`config.mk`:
```
export PLATFORM = sky130hd
export DESIGN_NAME = pvk_ctrl
export DESIGN_NICKNAME = d
export VERILOG_FILES = /design/src/rtl/pvk_pkg.sv /design/src/rtl/pvk_ctrl.sv
export SDC_FILE = /design/constraint.sdc
export NUM_CORES = 1
export LEC_CHECK = 0
export BUFFER_PORTS_ARGS = -buffer_cell sky130_fd_sc_hd__buf_2
export CORE_UTILIZATION = 54
export DETAILED_ROUTE_END_ITERATION = 7
export PLACE_DENSITY = 0.88
export SLEW_MARGIN = 5
export SYNTH_ARGS = -nofsm -noshare
export SYNTH_HDL_FRONTEND = slang
export SYNTH_SLANG_ARGS = --single-unit
```
`constraint.sdc`:
```
create_clock -name i_clk -period 6.7 [get_ports i_clk]
set_input_delay 0.335 -clock i_clk [delete_from_list [all_inputs] [get_ports i_clk]]
set_output_delay 0.335 -clock i_clk [all_outputs]
set_load 0.05 [all_outputs]
```
`src/rtl/pvk_pkg.sv`:
```
// ----------------------------------------------------------------------------
// pvk_pkg
// Types, constants and sequencing helpers of the Kalman filter block.
// ----------------------------------------------------------------------------
package pvk_pkg;

    localparam int unsigned ADDR_W = 5;
    localparam int unsigned CFG_W  = 31;

    // Register indexes (byte address / 4)
    localparam logic [2:0] REG_QPOS = 3'd0;
    localparam logic [2:0] REG_QVEL = 3'd1;
    localparam logic [2:0] REG_RMEAS = 3'd2;
    localparam logic [2:0] REG_PVAR = 3'd3;
    localparam logic [2:0] REG_VVAR = 3'd4;

    // Register reset values
    localparam logic [CFG_W-1:0] RST_QPOS = 31'd655360;
    localparam logic [CFG_W-1:0] RST_QVEL = 31'd65536000;
    localparam logic [CFG_W-1:0] RST_RMEAS = 31'd6553600;
    localparam logic [CFG_W-1:0] RST_PVAR = 31'd65536000;
    localparam logic [CFG_W-1:0] RST_VVAR = 31'd655360000;

    // Time step constants
    localparam logic [63:0] DT_DEFAULT = 64'd65;
    localparam logic [31:0] Q16_ONE    = 32'h0001_0000;

    // Reciprocal of 15625 scaled by 2^56 (rounded up), split in 32-bit halves:
    // dt = (span * HI + ((span * LO) >> 32)) >> 14 = floor(span * 65536 / 1e6)
    localparam logic [63:0] DT_RECIP_LO = 64'd3186109820;
    localparam logic [63:0] DT_RECIP_HI = 64'd1073;

    typedef struct packed {
        logic [CFG_W-1:0] qpos;
        logic [CFG_W-1:0] qvel;
        logic [CFG_W-1:0] rmeas;
        logic [CFG_W-1:0] pvar;
        logic [CFG_W-1:0] vvar;
    } t_cfg;

    // Datapath operations, in sequence order for a measurement update
    typedef enum logic [4:0] {
        OP_RESET,
        OP_DT,
        OP_DTH,
        OP_VDT,
        OP_PVDT,
        OP_VPDT,
        OP_VVDT,
        OP_VVDT2,
        OP_SUMS,
        OP_K0,
        OP_K1,
        OP_POS,
        OP_VEL,
        OP_PP,
        OP_PV,
        OP_VP,
        OP_VV
    } t_op;

    typedef enum logic [1:0] {
        ST_IDLE,
        ST_ISSUE,
        ST_WAIT,
        ST_DONE
    } t_state;

    typedef struct packed {
        logic load;
        logic start;
        t_op  op;
    } t_dp_cmd;

    typedef struct packed {
        logic done;
        logic s_zero;
    } t_dp_stat;

    function automatic t_op next_op(input t_op op);
        t_op r;
        unique case (op)
            OP_DT:    r = OP_DTH;
            OP_DTH:   r = OP_VDT;
            OP_VDT:   r = OP_PVDT;
            OP_PVDT:  r = OP_VPDT;
            OP_VPDT:  r = OP_VVDT;
            OP_VVDT:  r = OP_VVDT2;
            OP_VVDT2: r = OP_SUMS;
            OP_SUMS:  r = OP_K0;
            OP_K0:    r = OP_K1;
            OP_K1:    r = OP_POS;
            OP_POS:   r = OP_VEL;
            OP_VEL:   r = OP_PP;
            OP_PP:    r = OP_PV;
            OP_PV:    r = OP_VP;
            OP_VP:    r = OP_VV;
            default:  r = OP_RESET;
        endcase
        return r;
    endfunction

    function automatic logic op_is_div(input t_op op);
        return (op == OP_K0) || (op == OP_K1);
    endfunction

    function automatic logic op_is_inst(input t_op op);
        return (op == OP_RESET) || (op == OP_SUMS);
    endfunction

endpackage

```
`src/rtl/pvk_ctrl.sv`:
```
// ----------------------------------------------------------------------------
// pvk_ctrl
// Sequencer: accepts an item, steps the datapath through its operations and
// hands the result to the output register.
// ----------------------------------------------------------------------------
module pvk_ctrl (
    input  logic               i_clk,
    input  logic               i_rst_n,
    input  logic               i_in_valid,
    input  logic               i_in_cmd,
    input  logic               i_out_free,
    input  pvk_pkg::t_dp_stat  i_stat,
    output logic               o_in_ready,
    output pvk_pkg::t_dp_cmd   o_dp_cmd,
    output logic               o_out_load,
    output logic               o_out_fault
);

    pvk_pkg::t_state r_state, n_state;
    pvk_pkg::t_op    r_op, n_op;
    logic            r_fault, n_fault;
    logic            last_op;

    assign last_op = (r_op == pvk_pkg::OP_RESET) || (r_op == pvk_pkg::OP_VV)
                     || (r_op == pvk_pkg::OP_SUMS && i_stat.s_zero);

    // Next state
    always_comb begin
        n_state = r_state;
        n_op    = r_op;
        n_fault = r_fault;
        unique case (r_state)
            pvk_pkg::ST_IDLE: begin
                if (i_in_valid) begin
                    n_state = pvk_pkg::ST_ISSUE;
                    n_op    = i_in_cmd ? pvk_pkg::OP_RESET : pvk_pkg::OP_DT;
                    n_fault = 1'b0;
                end
            end
            pvk_pkg::ST_ISSUE: n_state = pvk_pkg::ST_WAIT;
            pvk_pkg::ST_WAIT: begin
                if (i_stat.done) begin
                    if (last_op) begin
                        n_state = pvk_pkg::ST_DONE;
                        n_fault = (r_op == pvk_pkg::OP_SUMS);
                    end else begin
                        n_state = pvk_pkg::ST_ISSUE;
                        n_op    = pvk_pkg::next_op(r_op);
                    end
                end
            end
            pvk_pkg::ST_DONE: begin
                if (i_out_free) begin
                    n_state = pvk_pkg::ST_IDLE;
                end
            end
            default: n_state = pvk_pkg::ST_IDLE;
        endcase
    end

    // Outputs
    always_comb begin
        o_in_ready     = 1'b0;
        o_dp_cmd.load  = 1'b0;
        o_dp_cmd.start = 1'b0;
        o_dp_cmd.op    = r_op;
        o_out_load     = 1'b0;
        o_out_fault    = r_fault;
        unique case (r_state)
            pvk_pkg::ST_IDLE: begin
                o_in_ready    = 1'b1;
                o_dp_cmd.load = i_in_valid;
            end
            pvk_pkg::ST_ISSUE: o_dp_cmd.start = 1'b1;
            pvk_pkg::ST_WAIT:  ;
            pvk_pkg::ST_DONE:  o_out_load = i_out_free;
            default:           ;
        endcase
    end

    always_ff @(posedge i_clk) begin
        if (!i_rst_n) begin
            r_state <= pvk_pkg::ST_IDLE;
            r_op    <= pvk_pkg::OP_RESET;
            r_fault <= 1'b0;
        end else begin
            r_state <= n_state;
            r_op    <= n_op;
            r_fault <= n_fault;
        end
    end

endmodule

```
# Word level (Yosys, flattened, before mapping)
# Memory sizes are Yosys's and may differ from the RTL's. A register that Yosys moved wholly into a read port is not among the register bits.
# Cells that the tools add are included.
[op_classes] n_reduce_logical=9 eq_ne=10 n_mux=21
[op_table] op="two-way mux 5 bit" count=4
[op_table] op="inequality test 2 bit (second input constant)" count=5
[op_table] op="one-hot mux 5 bit (2 select lines)" count=1
[op_table] op="two-way mux 1 bit" count=8
[op_table] op="two-way mux 2 bit" count=4
[op_table] op="two-way mux 4 bit" count=2
[op_table] op="one-hot mux 2 bit (4 select lines)" count=1
[op_table] op="AND reduction 4 bit" count=2
[op_table] op="== test 5 x 4 -> 1 bit (second input constant)" count=1
[op_table] op="== test 5 bit (second input constant)" count=1
[op_table] op="logical NOT 5 bit" count=1
[op_table] op="== test 2 bit (second input constant)" count=2
[op_table] op="AND reduction 3 bit" count=1
[op_table] op="== test 2 x 1 -> 1 bit (second input constant)" count=1
[op_table] op="logical NOT 2 bit" count=1
[op_table] op="logical OR 1 bit" count=2
[op_table] op="one-hot mux 1 bit (2 select lines)" count=1
[op_table] op="nonzero test 2 bit" count=1
[op_table] op="logical AND 1 bit" count=1
[totals] in_bits=7 wordCells=44 out_inout_bits=10 mem_bits_ro=80 register_bits=8 memories=1
[memory_table] name="(name not given)" depth=16 width=5 rd=1 rd_clocked_by_memory_dff=1 write_ports=0 line="pvk_pkg.sv:82" rtl="unique case (op)"

# Depth between registers and ports, before layout
[logic_depth] word_depth=8 depth_mapped=10

# Worst setup path after synthesis
# Ideal clock, no wire load.
[synth_timing] kind="reg2reg" from="reg r_op[3]" to="reg with a tool-made name" setup_slack_ps=4193 n_path_buf=0 arrival_time_ps=2429 t_required_ps=6622 stages_incl_launch_ff=10 path_cell_list="dfxtp_1 -> inv_1 -> o21a_1 -> a21oi_1 -> nand3_1 -> a21boi_0 -> ha_1 -> inv_1 -> or3_1 -> a32oi_1"
[synth_rtl] element="start, declared" line="pvk_ctrl.sv:20" rtl="pvk_pkg::t_op r_op, n_op;"
[synth_rtl] element="start signal, assigned" line="pvk_ctrl.sv:84" rtl="r_op <= pvk_pkg::OP_RESET;"
[synth_rtl] element="start signal, assigned" line="pvk_ctrl.sv:88" rtl="r_op <= n_op;"

==> metrics.cfg <==
[detailed_routing]
detail_route.iter0.violations=18
detailroute.via_count=640
totalWireLength_mm=1.57
drt_first_pass_iters=4
drc=0
avgRoutedWirePerCell_microns=13.9
post_drt_via_cell_ratio=5.66
drtAntennaViolNets=0

[worst_setup_path]
cp-start-kind=register
criticalPathCategory=reg -> reg
setup.worst_path.end_class=register
worst_path_arrival_ns=2.99
worstPathMaxFanout=13
worstPathRequired_ns=6.90

[placed_design]
place_congestion=0.867
portBuffers=16
dp.cells=109

[synth]
synth_top_cell_by_area=dfxtp_1
synthArstFlopShare_pct=0
ys_top_cells_by_area=dfxtp_1 36%, mux2i_1 9.7%, ha_1 5.2%, nor2b_1 5.2%, o21ai_0 4.9%
synth.top_cells.by_count=13 x dfxtp_1, 8 x nand2_1, 7 x mux2i_1, 7 x o21ai_0, 6 x nor2b_1
synth.ff_latch_count=13
post_synth.cell_area_avg_sq_um=8.58
portion_of_the_post_synthesis_area_used_by_sequential_elements_pct=36.1
netlist_area_sq_um=721
synth_top_cell_area_share_pct=36.1
synth_top_flop_cell=dfxtp_1
netlist-cell-type-count=30
synth_fp_nets=94
synth-edff-count=0
synthCells=84
dominant_cell_by_count_in_the_synthesized_netlist=dfxtp_1
synthesis.yosys.warnings=0

[cts]
hold_buffers=0
cts-buffers-inserted=3
htree_levels=1
postCtsResizedCells=0
cts_sinks=13
clk-insertion-delay-late_ns=0.28
cts.root.buffer_cell=clkbuf_4
number_of_post_cts_setup_repair_buffers=0
clk_path_buf_depth=2
clk_pin_slew_worst_paths_ns=0.08
tritoncts=built

[die]
coreArea_sq_um=1170
placement_rows=12
die-height_microns=38.5
initial_core_utilization_pct=61.5
total_die_area_sq_um=1480
num_io_pins=17
die_width_microns=38.5

[grt]
gr-usage-all-layers_pct=25.5
antenna_found_initial=0
via_count_of_the_first_global_routing_pass=602
grt_start_max_net_pins=17
grt.overflow.total=0
grt_pass1_wl_mm=2.48

[sta]
clock.fmax_ghz=0.359
finClkSkew_ns=0.00324
setup_repair_after_global_routing_missed_its_margin=no
final_max_slew_viol_count=0
hold_violations=0
timing.final.crit_share_pct=41.6
max_slew_margin_pct=69.2
tns_ns=0
setup_viol=0
tightestPinTransition_ns=0.458
timing.final.crit_period_ns=2.78

[final_layout]
multi_input_area_sq_um=420
final_nets=110
seq_area_sq_um=260
final_cell_count_no_fill=113
fillerInstances=97
layout-drive-gt1-share_pct=20.2
n_antenna_cell=0
syn2layout_area_growth_pct=13.2

[pwr]
switching_part_of_the_total_power_pct=31.6
power.ir.vdd_worst_mv=0.116
power.combinational.fraction_pct=20.2
total_switching_power_mw=0.0527
p_leak_nw=0.356
share_of_total_power_in_sequential_cells_pct=50.0
cellPowerDensity_nw_per_um2=204
power.clock.fraction_pct=29.8
cell_internal_pwr_mw=0.114

[worst_hold_path]
worstHoldPathType=in -> reg

[job]
number_of_maximum_capacitance_violations=0

[outcome]
result_of_the_run=complete, no violations

==> path summary, 6_finish.rpt <==
| check | startpoint | endpoint | slack, ns | cells past startpoint |
|---|---|---|---|---|
| setup / recovery | r_state[1] | register | 3.92 | 9 |
| hold / removal | i_out_free | r_state[0] | 0.40 | 3 |
| setup reg to reg | r_state[1] | register | 3.92 | 9 |
| hold reg to reg | register | r_op[4] | 0.51 | 2 |
==> power groups by stage <==
| stage | combinational [mW] | sequential, mW | clock, mW |
|---|---|---|---|
| 2_1_floorplan | 0.0286 | 0.0845 | 0 |
| 3_3_place_gp | 0.0328 | 0.0848 | 0 |
| 3_5_place_dp | 0.0331 | 0.0851 | 0 |
| 4_1_cts | 0.0336 | 0.0833 | 0.0495 |
| 5_1_grt | 0.0362 | 0.0839 | 0.0537 |
| 6_report | 0.0336 | 0.0834 | 0.0497 |
==> critical path, stage by stage (launching register included) <==
cell and delay (ns):
dfxtp_1 0.58, mux2i_1 0.13, or2_0 0.31, a21oi_1 0.29, nand3_1 0.15, a21boi_0 0.37
ha_1 0.25, inv_1 0.06, or3_1 0.37, a32oi_1 0.20
==> per-stage QoR <==
step	hold WS (ns)	worst slack [ns]	total power [mW]	cell area (sq um)	util, %
floorplan	0.440	4.19	0.113	721	-
global placement	0.474	4.18	0.118	790	67.4
detailed placement	0.492	3.98	0.118	790	67.4
CTS	0.399	3.97	0.166	816	69.7
global route	0.428	3.77	0.174	816	69.7
finish	0.399	3.92	0.167	816	69.7
==> area by class of cell <==
cell class / instances / area share (%)
inverter: 3 / 1.38
multi-input combinational: 63 / 51.5
tap: 14 / 2.15
timing repair buffer: 16 / 9.82
sequential: 13 / 31.9
clock buffer: 4 / 3.22
==> layout by cell type, fill, tap and decap left out <==
| cell | netlist | final |
|---|---|---|
| nor2b_1 | 6 | 6 |
| buf_2 | 1 | 16 |
| or2_0 | 1 | 1 |
| and3_1 | 2 | 2 |
| clkbuf_4 | 0 | 3 |
| a21o_1 | 1 | 1 |
| a32oi_1 | 1 | 1 |
| nand2b_1 | 1 | 1 |
| nand2_1 | 8 | 8 |
| nor2_1 | 1 | 1 |
| and2_1 | 3 | 3 |
| a21oi_1 | 3 | 3 |
| o21ai_0 | 7 | 7 |
| clkbuf_1 | 2 | 1 |
| ha_1 | 3 | 3 |
| or3_1 | 1 | 1 |
| nand4bb_1 | 1 | 1 |
| nand3_1 | 5 | 5 |
| mux2_2 | 1 | 1 |
| a21boi_0 | 3 | 3 |
| nor3b_1 | 2 | 2 |
| inv_1 | 3 | 3 |
| dfxtp_1 | 13 | 13 |
| nor3_1 | 2 | 2 |
| o21a_1 | 1 | 1 |
| nand4_1 | 1 | 1 |
| o211ai_1 | 1 | 1 |
| mux2i_1 | 7 | 7 |
| a2bb2oi_1 | 1 | 1 |
==> routing by layer <==
metal	up-vias	part of all wire, %	global-route usage, %
met3	8	4.6	6.98
met4	0	3.3	20.7
met1	286	43	29.2
met5	-	0	0
met2	23	49	38.8
li1	323	-	-
==> logic make-up (layout without fill, tap and decap cells) <==
| group | after synthesis | after routing | share of synthesized area (%) |
|---|---|---|---|
| AO/OA/AOI/OAI | 18 | 18 | 15.6 |
| flip-flops | 13 | 13 | 36.1 |
| adder cells (fa/ha/maj) | 3 | 3 | 5.21 |
| AND/OR/NAND/NOR | 34 | 34 | 26.2 |
| multiplexers | 8 | 8 | 11.3 |
| buffers and inverters | 8 | 23 | 5.55 |
No activity file was read; power rests on OpenSTA's default activity.
